$ cat config.mk
export PLATFORM = sky130hd
export DESIGN_NAME = periodic_task_dispatcher_top_flat
export DESIGN_NICKNAME = d
export VERILOG_FILES = /design/src/ptd_pkg.sv /design/src/ptd_in_if.sv /design/src/ptd_out_if.sv /design/src/periodic_task_dispatcher_top.sv /design/src/ptd_ctrl.sv /design/src/ptd_datapath.sv /design/src/flat_wrapper.sv
export VERILOG_INCLUDE_DIRS = /design/src /design/src/src
export SDC_FILE = /design/constraint.sdc
export NUM_CORES = 1
export LEC_CHECK = 0
export BUFFER_PORTS_ARGS = -buffer_cell sky130_fd_sc_hd__buf_2
export CORE_MARGIN = 8
export CORE_UTILIZATION = 35
export CTS_CLUSTER_DIAMETER = 150
export CTS_CLUSTER_SIZE = 8
export DETAILED_ROUTE_END_ITERATION = 6
export PLACE_DENSITY = 0.57
export SYNTH_ARGS = -nofsm -noshare
export SYNTH_HDL_FRONTEND = slang
export SYNTH_HIERARCHICAL = 1
export SYNTH_SLANG_ARGS = --single-unit
$ cat constraint.sdc
create_clock -name clk -period 8.73 [get_ports clk]
set_clock_uncertainty 0.1 [all_clocks]
set_input_delay 0.873 -clock clk [delete_from_list [all_inputs] [get_ports clk]]
set_output_delay 0.873 -clock clk [all_outputs]
set_load 0.005 [all_outputs]
$ cat src/periodic_task_dispatcher_top_assert.svh
// Assertion macros shared by the dispatcher.
`ifndef PERIODIC_TASK_DISPATCHER_TOP_ASSERT_SVH
`define PERIODIC_TASK_DISPATCHER_TOP_ASSERT_SVH

// Same-cycle implication, checked outside reset.
`define PTD_ASSERT_IMP(label, clk, rst_n, a, b) \
	label: assert property (@(posedge clk) disable iff (!(rst_n)) (a) |-> (b)) \
		else $error("dispatcher assertion failed");

// Next-cycle implication, checked outside reset.
`define PTD_ASSERT_NEXT(label, clk, rst_n, a, b) \
	label: assert property (@(posedge clk) disable iff (!(rst_n)) (a) |=> (b)) \
		else $error("dispatcher assertion failed");

`endif

$ cat src/ptd_pkg.sv
package ptd_pkg;

	localparam int NUM_SLOTS    = 8;
	localparam int PERIOD_W     = 16;
	localparam int CNT_W        = 32;
	localparam int TICK_W       = 16;
	localparam int SEL_W        = 3;
	localparam int APB_DATA_W   = 32;
	localparam int APB_ADDR_W   = 5;
	localparam int REG_IDX_W    = 3;

	localparam logic [PERIOD_W-1:0] PERIOD_RESET = 16'd1000;

	localparam logic CMD_ADVANCE = 1'b0;
	localparam logic CMD_QUICK   = 1'b1;

	typedef logic [NUM_SLOTS-1:0][PERIOD_W-1:0] period_arr_t;

	typedef enum logic [1:0] {
		ST_IDLE,
		ST_ADD,
		ST_EMIT
	} ptd_state_t;

	// Controller to datapath.
	typedef struct packed {
		logic quick;
		logic capture;
		logic add_step;
		logic emit_step;
	} ptd_cmd_t;

	// Datapath to controller.
	typedef struct packed {
		logic in_quick;
		logic ticks_zero;
		logic at_end;
		logic due;
		logic out_free;
	} ptd_sts_t;

endpackage

$ cat src/ptd_in_if.sv
interface ptd_in_if;
	import ptd_pkg::*;

	logic              valid;
	logic              ready;
	logic              cmd;
	logic [TICK_W-1:0] elapsed_ticks;
	logic [SEL_W-1:0]  task_select;

	modport source (output valid, cmd, elapsed_ticks, task_select, input ready);
	modport sink (input valid, cmd, elapsed_ticks, task_select, output ready);

endinterface

$ cat src/ptd_out_if.sv
interface ptd_out_if;
	import ptd_pkg::*;

	logic             valid;
	logic             ready;
	logic [SEL_W-1:0] due_task;
	logic             late;
	logic [CNT_W-1:0] late_by;
	logic             last;

	modport source (output valid, due_task, late, late_by, last, input ready);
	modport sink (input valid, due_task, late, late_by, last, output ready);

endinterface

$ cat src/periodic_task_dispatcher_top.sv
// Periodic task dispatcher. Each task has a 32-bit elapsed counter and a
// 16-bit period register (APB, task i at byte address 4*i, reset 1000). An
// advance item adds its tick count to every counter, saturating, and then
// reports every task that has reached its period, in index order, clearing
// its counter; the final report of an advance carries last. A quick call
// loads one task's counter with its period. An advance with nonzero ticks
// occupies the block after it is accepted: one pass that updates one counter
// per cycle, then one pass that reports one task per cycle, a due report
// waiting while the output register cannot take it. A quick call or an
// advance of zero ticks completes in the cycle in which it is accepted.
`include "periodic_task_dispatcher_top_assert.svh"

module periodic_task_dispatcher_top
	import ptd_pkg::*;
#(
	parameter int TASK_COUNT = 8
) (
	input  logic                  clk,
	input  logic                  arst_n,
	ptd_in_if.sink                in_ch,
	ptd_out_if.source             out_ch,
	input  logic                  psel,
	input  logic                  penable,
	input  logic                  pwrite,
	input  logic [APB_ADDR_W-1:0] paddr,
	input  logic [APB_DATA_W-1:0] pwdata,
	output logic [APB_DATA_W-1:0] prdata,
	output logic                  pready
);

	period_arr_t          period_q;
	logic [REG_IDX_W-1:0] reg_idx;
	logic                 cfg_write;
	logic                 in_ready;
	ptd_cmd_t             cmd;
	ptd_sts_t             sts;

	assign pready    = 1'b1;
	assign reg_idx   = paddr[APB_ADDR_W-1:2];
	assign cfg_write = psel && penable && pwrite && pready;
	assign prdata    = APB_DATA_W'(period_q[reg_idx]);

	always_ff @(posedge clk or negedge arst_n) begin
		if (!arst_n) begin
			for (int i = 0; i < NUM_SLOTS; i++) begin
				period_q[i] <= PERIOD_RESET;
			end
		end else if (cfg_write) begin
			period_q[reg_idx] <= pwdata[PERIOD_W-1:0];
		end
	end

	ptd_ctrl u_ctrl (
		.clk      (clk),
		.arst_n   (arst_n),
		.in_valid (in_ch.valid),
		.in_ready (in_ready),
		.sts      (sts),
		.cmd      (cmd)
	);

	ptd_datapath #(
		.TASK_COUNT (TASK_COUNT)
	) u_datapath (
		.clk              (clk),
		.arst_n           (arst_n),
		.in_cmd           (in_ch.cmd),
		.in_elapsed_ticks (in_ch.elapsed_ticks),
		.in_task_select   (in_ch.task_select),
		.periods          (period_q),
		.cmd              (cmd),
		.sts              (sts),
		.out_valid        (out_ch.valid),
		.out_ready        (out_ch.ready),
		.out_due_task     (out_ch.due_task),
		.out_late         (out_ch.late),
		.out_late_by      (out_ch.late_by),
		.out_last         (out_ch.last)
	);

	assign in_ch.ready = in_ready;

	// An item is late exactly when it has a nonzero overrun.
	`PTD_ASSERT_IMP(a_late_matches_overrun, clk, arst_n, out_ch.valid,
		out_ch.late == (out_ch.late_by != '0))
	// A real advance keeps the block busy for its walk.
	`PTD_ASSERT_NEXT(a_advance_goes_busy, clk, arst_n,
		in_ch.valid && in_ready && in_ch.cmd == CMD_ADVANCE && in_ch.elapsed_ticks != '0,
		!in_ready)
	// A quick call finishes in the cycle it is accepted.
	`PTD_ASSERT_NEXT(a_quick_single_cycle, clk, arst_n,
		in_ch.valid && in_ready && in_ch.cmd == CMD_QUICK, in_ready)

endmodule

$ cat src/ptd_ctrl.sv
module ptd_ctrl
	import ptd_pkg::*;
(
	input  logic     clk,
	input  logic     arst_n,
	input  logic     in_valid,
	output logic     in_ready,
	input  ptd_sts_t sts,
	output ptd_cmd_t cmd
);

	ptd_state_t state_q;
	ptd_state_t state_d;

	always_ff @(posedge clk or negedge arst_n) begin
		if (!arst_n) begin
			state_q <= ST_IDLE;
		end else begin
			state_q <= state_d;
		end
	end

	always_comb begin
		state_d = state_q;
		case (state_q)
			ST_IDLE: begin
				if (in_valid && !sts.in_quick && !sts.ticks_zero) begin
					state_d = ST_ADD;
				end
			end
			ST_ADD: begin
				if (sts.at_end) begin
					state_d = ST_EMIT;
				end
			end
			ST_EMIT: begin
				if (sts.at_end && (!sts.due || sts.out_free)) begin
					state_d = ST_IDLE;
				end
			end
			default: begin
				state_d = ST_IDLE;
			end
		endcase
	end

	always_comb begin
		in_ready = 1'b0;
		cmd      = '0;
		case (state_q)
			ST_IDLE: begin
				in_ready    = 1'b1;
				cmd.quick   = in_valid && sts.in_quick;
				cmd.capture = in_valid && !sts.in_quick && !sts.ticks_zero;
			end
			ST_ADD: begin
				cmd.add_step = 1'b1;
			end
			ST_EMIT: begin
				// A due task waits until the output register can take its item.
				cmd.emit_step = !sts.due || sts.out_free;
			end
			default: begin
				in_ready = 1'b0;
			end
		endcase
	end

endmodule

$ cat src/ptd_datapath.sv
module ptd_datapath
	import ptd_pkg::*;
#(
	parameter int TASK_COUNT = 8
) (
	input  logic              clk,
	input  logic              arst_n,
	input  logic              in_cmd,
	input  logic [TICK_W-1:0] in_elapsed_ticks,
	input  logic [SEL_W-1:0]  in_task_select,
	input  period_arr_t       periods,
	input  ptd_cmd_t          cmd,
	output ptd_sts_t          sts,
	output logic              out_valid,
	input  logic              out_ready,
	output logic [SEL_W-1:0]  out_due_task,
	output logic              out_late,
	output logic [CNT_W-1:0]  out_late_by,
	output logic              out_last
);

	localparam int IDX_W = (TASK_COUNT > 1) ? $clog2(TASK_COUNT) : 1;

	logic [CNT_W-1:0]    counter_q [TASK_COUNT];
	logic [TASK_COUNT-1:0] due_q;
	logic [TICK_W-1:0]   ticks_q;
	logic [IDX_W-1:0]    idx_q;

	logic                out_valid_q;
	logic [SEL_W-1:0]    due_task_q;
	logic                late_q;
	logic [CNT_W-1:0]    late_by_q;
	logic                last_q;

	logic                sel_ok;
	logic [IDX_W-1:0]    rd_idx;
	logic [PERIOD_W-1:0] period_sel;
	logic [CNT_W-1:0]    count_sel;
	logic [CNT_W:0]      sum;
	logic [CNT_W-1:0]    sum_sat;
	logic                at_end;
	logic                more_due;
	logic                emit_load;

	assign sel_ok     = (int'(in_task_select) < TASK_COUNT);
	assign rd_idx     = cmd.quick ? IDX_W'(in_task_select) : idx_q;
	assign period_sel = periods[rd_idx];
	assign count_sel  = counter_q[rd_idx];
	assign sum        = {1'b0, count_sel} + (CNT_W + 1)'(ticks_q);
	assign sum_sat    = sum[CNT_W] ? {CNT_W{1'b1}} : sum[CNT_W-1:0];
	assign at_end     = (idx_q == IDX_W'(TASK_COUNT - 1));
	assign emit_load  = cmd.emit_step && due_q[idx_q];

	// Last mark: no due task remains above the current index.
	always_comb begin
		more_due = 1'b0;
		for (int j = 0; j < TASK_COUNT; j++) begin
			if (j > int'(idx_q) && due_q[j]) begin
				more_due = 1'b1;
			end
		end
	end

	always_comb begin
		sts.in_quick   = (in_cmd == CMD_QUICK);
		sts.ticks_zero = (in_elapsed_ticks == '0);
		sts.at_end     = at_end;
		sts.due        = due_q[idx_q];
		sts.out_free   = !out_valid_q || out_ready;
	end

	always_ff @(posedge clk or negedge arst_n) begin
		if (!arst_n) begin
			for (int i = 0; i < TASK_COUNT; i++) begin
				counter_q[i] <= '0;
			end
			due_q <= '0;
			idx_q <= '0;
		end else begin
			if (cmd.quick && sel_ok) begin
				counter_q[rd_idx] <= CNT_W'(period_sel);
			end
			if (cmd.add_step) begin
				counter_q[idx_q] <= sum_sat;
				due_q[idx_q]     <= (sum_sat >= CNT_W'(period_sel));
			end
			if (emit_load) begin
				counter_q[idx_q] <= '0;
			end
			if (cmd.capture) begin
				idx_q <= '0;
			end else if (cmd.add_step || cmd.emit_step) begin
				idx_q <= at_end ? '0 : idx_q + 1'b1;
			end
		end
	end

	always_ff @(posedge clk) begin
		if (cmd.capture) begin
			ticks_q <= in_elapsed_ticks;
		end
		if (emit_load) begin
			due_task_q <= SEL_W'(idx_q);
			late_q     <= (count_sel != CNT_W'(period_sel));
			late_by_q  <= count_sel - CNT_W'(period_sel);
			last_q     <= !more_due;
		end
	end

	always_ff @(posedge clk or negedge arst_n) begin
		if (!arst_n) begin
			out_valid_q <= 1'b0;
		end else if (emit_load) begin
			out_valid_q <= 1'b1;
		end else if (out_ready) begin
			out_valid_q <= 1'b0;
		end
	end

	assign out_valid    = out_valid_q;
	assign out_due_task = due_task_q;
	assign out_late     = late_q;
	assign out_late_by  = late_by_q;
	assign out_last     = last_q;

endmodule

$ cat src/flat_wrapper.sv
// flat-port wrapper written by rule: the top's interface ports become plain ports
module periodic_task_dispatcher_top_flat import ptd_pkg::*;
#(
	parameter int TASK_COUNT = 8
)
  (clk, arst_n, psel, penable, pwrite, paddr, pwdata, prdata, pready, in_ch_valid, in_ch_cmd, in_ch_elapsed_ticks, in_ch_task_select, in_ch_ready, out_ch_valid, out_ch_due_task, out_ch_late, out_ch_late_by, out_ch_last, out_ch_ready);
  ptd_in_if in_ch_i ();
  ptd_out_if out_ch_i ();
  input  logic clk;
  input  logic arst_n;
  input  logic psel;
  input  logic penable;
  input  logic pwrite;
  input  logic [APB_ADDR_W-1:0] paddr;
  input  logic [APB_DATA_W-1:0] pwdata;
  output logic [APB_DATA_W-1:0] prdata;
  output logic pready;
  input wire logic [$bits(in_ch_i.valid)-1:0] in_ch_valid;
  input wire logic [$bits(in_ch_i.cmd)-1:0] in_ch_cmd;
  input wire logic [$bits(in_ch_i.elapsed_ticks)-1:0] in_ch_elapsed_ticks;
  input wire logic [$bits(in_ch_i.task_select)-1:0] in_ch_task_select;
  output wire logic [$bits(in_ch_i.ready)-1:0] in_ch_ready;
  output wire logic [$bits(out_ch_i.valid)-1:0] out_ch_valid;
  output wire logic [$bits(out_ch_i.due_task)-1:0] out_ch_due_task;
  output wire logic [$bits(out_ch_i.late)-1:0] out_ch_late;
  output wire logic [$bits(out_ch_i.late_by)-1:0] out_ch_late_by;
  output wire logic [$bits(out_ch_i.last)-1:0] out_ch_last;
  input wire logic [$bits(out_ch_i.ready)-1:0] out_ch_ready;
  assign in_ch_i.valid = in_ch_valid;
  assign in_ch_i.cmd = in_ch_cmd;
  assign in_ch_i.elapsed_ticks = in_ch_elapsed_ticks;
  assign in_ch_i.task_select = in_ch_task_select;
  assign in_ch_ready = in_ch_i.ready;
  assign out_ch_valid = out_ch_i.valid;
  assign out_ch_due_task = out_ch_i.due_task;
  assign out_ch_late = out_ch_i.late;
  assign out_ch_late_by = out_ch_i.late_by;
  assign out_ch_last = out_ch_i.last;
  assign out_ch_i.ready = out_ch_ready;
  periodic_task_dispatcher_top #(.TASK_COUNT(TASK_COUNT)) u_core (.clk(clk), .arst_n(arst_n), .in_ch(in_ch_i), .out_ch(out_ch_i), .psel(psel), .penable(penable), .pwrite(pwrite), .paddr(paddr), .pwdata(pwdata), .prdata(prdata), .pready(pready));
endmodule
==> impl_results.md, run 1 <==
* Max Cap Violations at 0
* Synth warnings at 6
* Area grow syn2layout at 14.0%
* Synthesized cell area at 25400 sq um
* Tot GR Track Use at between 20% and 30%
* Synthesized instance count at between 2000 and 3000
* Core Region at 71600 sq um
* Number of remaining DRC errors at 0
* Setup total negative slack at 0 ns
* Pre-antenna DRT Iters at 6
* Die height at 285 um
* TritonCTS clock tree: done
* Slowest cell on crit path: nor4_1
* Fin nets at 2774
* PwrDens at 485 nW/um^2
* Dominant cell type by area after synthesis: dfrtp_1
* Flops & latches, synth at around 450
* Critical-path maximum fanout at 24
* Launch point of the worst path: u_core/u_ctrl/state_q[0]
* Reg2Reg Depth at 30
* Post-synth top area share at between 30 and 40%
* Syn Area/Cell at between 9 and 10 sq um
* Req. time, crit path at 9.08 ns
* Final period utilization at between 90 and 100%
* Post-DP HPWL at 57100 um
* Worst ir drop on vdd at ~0.25 mV
* Final WS setup at roughly 0.65 ns
* Setup CP Type: flop to flop
* Cell variety after synth at 90
* Worst Setup Start Kind: flop
* Die W at ~290 um
* Post-route ant nets at 0
* RSZ-0062 raised after global routing: false
* DR vias at 22300
* Clk_lat worst skew at 0.60 ns
* Busiest grt layer: met2
* M3 GR Usage at between 5 and 6%
* Least-Margin Pin Slew at around 1.4 ns
* Cell Rows at between 90 and 100
* Largest net degree at the start of global routing at 182
* Vias in the first global route at between 20000 and 25000
* Num Clock Sinks at 451
* Layout cells sized above 1 at 21.8%
* Layout fillers at just over 7000
* Port bufs at 100
* First-pass GRT wire length at 138000 um
* Leakage Power at between 10 and 15 nW
* Number of buffers created by CTS at 66
* Reg2reg end: u_core/u_datapath/due_q[0]
* Avg WL per Cell at between 20 and 30 um
* Met2 Use GR at between 30 and 40%
* Slew headroom at under 10%
* Worst Setup End Kind: flop
* Largest cells by area after synthesis: dfrtp_1 (35%), nor2_1 (7.8%), mux2_2 (6.5%)
* Min cycle time layout at between 8 and 9 ns
* R2r setup slk at 0.65 ns
* Setup bufs post-CTS at 0
* H-Tree Depth at 3
* End point of the critical path: u_core/u_datapath/due_q[0]
* Gpl congestion at around 0.91
* Clock-pin slew on the worst setup and hold paths at roughly 0.050 ns
* Async SR Flop Fraction at about nine tenths
* Pins over their slew limit at 0
* I/O Pins at 136
* Final-report setup violation count at 0
* Number of synthesized flops with an enable pin at 53
* Final Hold Fails at 0
* Main synth FF type: dfrtp_1
* R2r startpoint: u_core/u_ctrl/state_q[0]
* Post-CTS Hold Fix Bufs at 0
* Top cells by count, synth: nor2_1 (525), dfrtp_1 (350), a21oi_1 (221)
* Crit path largest cell delay at ~0.87 ns
* Post-DR vias/cell at 6.10
* Clock root buffer master: clkbuf_16
* GRT overflow at 0
* Min Hold Slack at around 0.15 ns
* Starting Density at between 30 and 40%
* HP Class: input port to asynchronous set/reset pin
* Initial antenna violation count at 9
* FMAX at ~120 MHz
* Die area at approximately 81000 sq um
* CTS Buffer Depth at 3
* Worst Path Arrival at 8.43 ns
* Top-count cell post-synth: nor2_1
* Post-Route WL at just over 90000 um
* Place WS at roughly 0.28 ns
* Outcome: completed
* CTS resizes at 0
* Seq/Total Area, Yosys at 45.8%
* Met1 Usage GRT at just under 30%
* DRT iter0 DRCs at about 2600
[worst min-delay path by stage]
stage,start,end,slack [ns],cells after the start
finish,arst_n,u_core/period_q[116],0.15,1
global route,arst_n,u_core/period_q[116],0.20,1
CTS,arst_n,u_core/period_q[116],0.20,1
detailed placement,u_core/u_datapath/out_valid,u_core/u_datapath/out_valid,0.40,2
global placement,u_core/u_ctrl/state_q[0],u_core/u_ctrl/state_q[1],0.39,1
floorplan,u_core/u_datapath/idx_q[2],u_core/u_datapath/out_due_task[2],0.35,0
[logic make-up (layout without fill, tap and decap cells)]
| kind of cell | after synthesis | in the layout | synth area share (%) |
|---|---|---|---|
| fa+ha+maj | 54 | 54 | 2.72 |
| simple gates | 846 | 846 | 15.2 |
| flops | 451 | 451 | 45.8 |
| other cells | 2 | 21 | 0.0296 |
| compound gates | 750 | 750 | 20.2 |
| xor+xnor | 44 | 44 | 1.52 |
| mux | 188 | 188 | 9.82 |
| buf+inv | 247 | 343 | 4.73 |
[metal layers]
metal	wire length, um	up-vias	part of all wire, %
met3	9820	223	11
met5	45	-	0.049
met2	41600	1295	45
met4	2710	6	2.9
met1	37800	11100	41
li1	-	9647	-
[sequential cells by signal, summed over array words and instances, names as in the netlist]
register                        flops
u_core/u_datapath/out_late          1
u_core/u_datapath/out_valid         1
u_core/u_datapath/idx_q             3
u_core/u_ctrl/state_q               2
u_core/u_datapath/counter_q       256
u_core/u_datapath/due_q             8
u_core/u_datapath/out_last          1
u_core/u_datapath/out_late_by      32
u_core/u_datapath/out_due_task      3
u_core/u_datapath/ticks_q          16
u_core/period_q                   128
[worst max-delay path: cells and delay by family (launching register included)]
family | cells | cell delay, ns
AOI/OAI and AO/OA | 11 | 2.24
buffers and inverters | 3 | 0.57
adders and majority gates | 3 | 1.03
DFF | 1 | 0.41
and+or+nand+nor | 13 | 3.54
[final cells by class]
type                            count  area, sq um  area share [%]
Antenna cell                        4         10.0          0.0346
Clock inverter                      2         16.3          0.0563
Clock buffer                      103         1900            6.56
Multi-Input combinational cell   1899        12800            44.1
Sequential cell                   451        11600            40.2
Tap cell                          950         1190            4.11
Timing Repair Buffer              201         1280            4.45
Inverter                           37          139           0.481
[through the flow]
step	std cells	utilization, %	cell area (sq um)	total power [mW]
final	3647	40.4	28900	14.0
after global routing	3643	40.3	28900	14.9
after CTS	3643	40.3	28900	13.8
after detailed placement	3538	37.7	27000	11.4
after global placement	3538	37.7	27000	11.1
after floorplan	2597	-	25400	8.73
[power breakdown]
group	internal, mW	switching [mW]
sequential	2.96	0.404
combinational	2.82	5.42
clock	1.47	0.952
total	7.26	6.77
[placed cells by master, fill, tap and decap left out, types with 19 or more instances in the layout]
master,synthesis,layout
nor2_1,525,502
nor2_2,5,22
a211oi_1,139,139
nand2b_1,21,21
a21oi_1,221,220
edfxtp_1,53,53
inv_1,36,36
dfstp_2,48,48
mux4_2,33,33
o21ai_0,52,52
xnor2_1,27,27
clkbuf_1,132,32
clkbuf_16,0,71
a21o_1,19,19
dfrtp_1,350,350
mux2_2,147,147
o22ai_1,42,42
buf_2,19,99
nand3_1,36,36
a22oi_1,143,143
ha_1,52,52
buf_4,34,99
a222oi_1,31,31
nand2_1,87,87
nor3_1,46,40
Power figures use the tool's default switching activity.
==> run 2: changes to the inputs <==
--- a/config.mk
+++ b/config.mk
@@ -12,7 +12,7 @@
 export CTS_CLUSTER_DIAMETER = 150
 export CTS_CLUSTER_SIZE = 8
 export DETAILED_ROUTE_END_ITERATION = 6
-export PLACE_DENSITY = 0.57
+export PLACE_DENSITY_LB_ADDON = 0.15
 export SYNTH_ARGS = -nofsm -noshare
 export SYNTH_HDL_FRONTEND = slang
 export SYNTH_HIERARCHICAL = 1
==> run 2 against run 1 <==
  * Critical path depth is 3 higher
  * Largest power group unchanged
  * Clock-buffer cell count unchanged
  * Global-route usage increased by 0.93 points
  * Worst setup slack improved by 0.27 ns
  * Non-clock buffer count is 15 higher
  * Core utilization grew 0.22 points
  * Flip-flop and latch count unchanged
==> impl_results.md, run 2 (synthesis results as in run 1) <==
* Crit path largest cell delay at 0.58 ns (was 0.87 ns)
* DRT iter0 DRCs at 2241 (was 2640)
* Post-route ant nets at 0 (unchanged)
* Port bufs at 100 (unchanged)
* Layout cells sized above 1 at 22.4% (was 21.8%)
* Worst Path Arrival at 8.19 ns (was 8.43 ns)
* Vias in the first global route at 21900 (about the same)
* Starting Density at 35.4% (unchanged)
* Slew headroom at 15.6% (was 4.88%)
* TritonCTS clock tree: done (unchanged)
* Largest net degree at the start of global routing at 163 (was 182)
* Setup bufs post-CTS at 0 (unchanged)
* Initial antenna violation count at 6 (was 9)
* Worst ir drop on vdd at 0.229 mV (was 0.247 mV)
* Final Hold Fails at 0 (unchanged)
* Clk_lat worst skew at 0.62 ns (was 0.60 ns)
* Number of remaining DRC errors at 0 (unchanged)
* I/O Pins at 136 (unchanged)
* Pre-antenna DRT Iters at 7 (was 6)
* DR vias at 22000 (was 22300)
* Reg with most FFs: u_core/u_datapath/counter_q (unchanged)
* CTS Buffer Depth at 3 (unchanged)
* Non-filler cells, final at 3663 (was 3647)
* Core Region at 71600 sq um (unchanged)
* Commonest non-fill, non-tap cell in the layout: nor2_1 (unchanged)
* Req. time, crit path at 9.11 ns (was 9.08 ns)
* Clock-pin slew on the worst setup and hold paths at 0.06 ns (was 0.05 ns)
* PwrDens at 490 nW/um^2 (was 485 nW/um^2)
* Setup total negative slack at 0 ns (unchanged)
* Tot GR Track Use at 22.7% (was 21.8%)
* Leakage Power at 12.2 nW (was 12.1 nW)
* Max Cap Violations at 0 (unchanged)
* Critical-path maximum fanout at 22 (was 24)
* Cell Rows at 98 (unchanged)
* Worst Setup End Kind: flop (unchanged)
* DP Cell Count at 3553 (was 3538)
* Max reg flops at 256 (unchanged)
* Min cycle time layout at 7.81 ns (was 8.08 ns)
* RSZ-0062 raised after global routing: false (unchanged)
* First-pass GRT wire length at 142000 um (was 138000 um)
* Num Clock Sinks at 451 (unchanged)
* Least-Margin Pin Slew at 1.26 ns (was 1.41 ns)
* Post-Route WL at 95400 um (was 92000 um)
* Die W at 285 um (unchanged)
* Post-DP HPWL at 60100 um (was 57100 um)
* Clock root buffer master: clkbuf_16 (unchanged)
* Avg WL per Cell at 26.1 um (was 25.2 um)
* Worst Setup Start Kind: flop (unchanged)
* Pins over their slew limit at 0 (unchanged)
* FMAX at 128 MHz (was 124 MHz)
* Die height at 285 um (unchanged)
* Post-CTS Hold Fix Bufs at 0 (unchanged)
* Slowest cell on crit path: nor2b_1 (was nor4_1)
* Post-DR vias/cell at 6.00 (was 6.10)
* CTS resizes at 0 (unchanged)
* Number of buffers created by CTS at 66 (unchanged)
* Final period utilization at 89.4% (was 92.6%)
* Final-report setup violation count at 0 (unchanged)
* Fin nets at 2789 (was 2774)
* HP Class: input port to asynchronous set/reset pin (unchanged)
* Layout fillers at 7092 (was 7041)
* Area grow syn2layout at 14.6% (was 14.0%)
* Setup CP Type: flop to flop (unchanged)
* Outcome: completed (unchanged)
* GRT overflow at 0 (unchanged)
* Gpl congestion at 0.846 (was 0.914)
* H-Tree Depth at 3 (unchanged)
* Commonest non-fill, non-tap cells in the layout: nor2_1 (500), dfrtp_1 (350), a21oi_1 (220), mux2_2 (147), a22oi_1 (143) (was nor2_1 (502), dfrtp_1 (350), a21oi_1 (220), mux2_2 (147), a22oi_1 (143))
* Die area at 81300 sq um (unchanged)
==> run 2: changes by cell type in the layout (fill, tap and decap cells not counted) <==
cell	change
clkbuf_1	+2
nor2_1	-2
diode_2	-2
inv_16	+2
buf_12	+2
buf_6	-1
a211oi_2	+1
clkbuf_16	-2
a211oi_1	-1
nor2_4	+2
buf_4	+14
inv_6	+1
==> run 2: critical path: cells and delay by family (launching register included) <==
kind | cells | cell delay, ns
AO/OA/AOI/OAI | 9 | 1.86
AND/OR/NAND/NOR | 15 | 3.60
buffers and inverters | 6 | 0.86
flip-flops | 1 | 0.41
adder cells (fa/ha/maj) | 3 | 0.82
==> run 2: final cells by class <==
cell class | instances | area [sq um] | share of cell area [%]
Antenna cell | 2 | 5.00 | 0.0172
Clock buffer | 103 | 1850 | 6.38
Clock inverter | 5 | 65.1 | 0.224
Inverter | 37 | 139 | 0.478
Multi-Input combinational cell | 1899 | 12800 | 44.0
Sequential cell | 451 | 11600 | 40.0
Tap cell | 950 | 1190 | 4.09
Timing Repair Buffer | 216 | 1420 | 4.88
==> run 2: worst paths after layout <==
path / from / to / slack [ns] / depth (start not counted)
min in group clk: in_ch_elapsed_ticks[6] / u_core/u_datapath/ticks_q[6] / 0.36 / 1
worst max register to register: u_core/u_ctrl/state_q[0] / u_core/u_datapath/due_q[0] / 0.92 / 33
max in group asynchronous: arst_n / u_core/u_datapath/counter_q[152] / 6.71 / 2
worst min-delay path: arst_n / u_core/period_q[90] / 0.30 / 1
worst max-delay path: u_core/u_ctrl/state_q[0] / u_core/u_datapath/due_q[0] / 0.92 / 33
worst min register to register: u_core/u_datapath/out_valid / u_core/u_datapath/out_valid / 0.41 / 2
==> run 2: per-layer routing <==
metal	routed length [um]	vias up	GRT usage [%]
met5	22	-	0
met4	3140	4	7.98
met3	7960	194	4.88
met2	43400	1064	35.8
met1	40900	11100	30.8
li1	-	9675	-
==> run 2: report_power, final <==
group / total (mW) / internal (mW) / switching, mW / leakage, nW
registers: 3.37 / 2.96 / 0.402 / 5.42
logic: 8.44 / 2.94 / 5.50 / 5.89
clock network: 2.43 / 1.45 / 0.979 / 0.919
==> run 2: through the flow <==
stage / worst slack [ns] / hold WS, ns / power (mW) / cell area (sq um) / util (%)
6_report: 0.921 / 0.301 / 14.2 / 29100 / 40.6
3_3_place_gp: 0.728 / 0.394 / 11.5 / 27100 / 37.9
2_1_floorplan: 1.13 / 0.348 / 8.73 / 25400 / -
4_1_cts: 1.05 / 0.305 / 14.2 / 29100 / 40.6
5_1_grt: 0.688 / 0.334 / 15.2 / 29100 / 40.6
3_5_place_dp: 0.709 / 0.405 / 11.6 / 27100 / 37.9
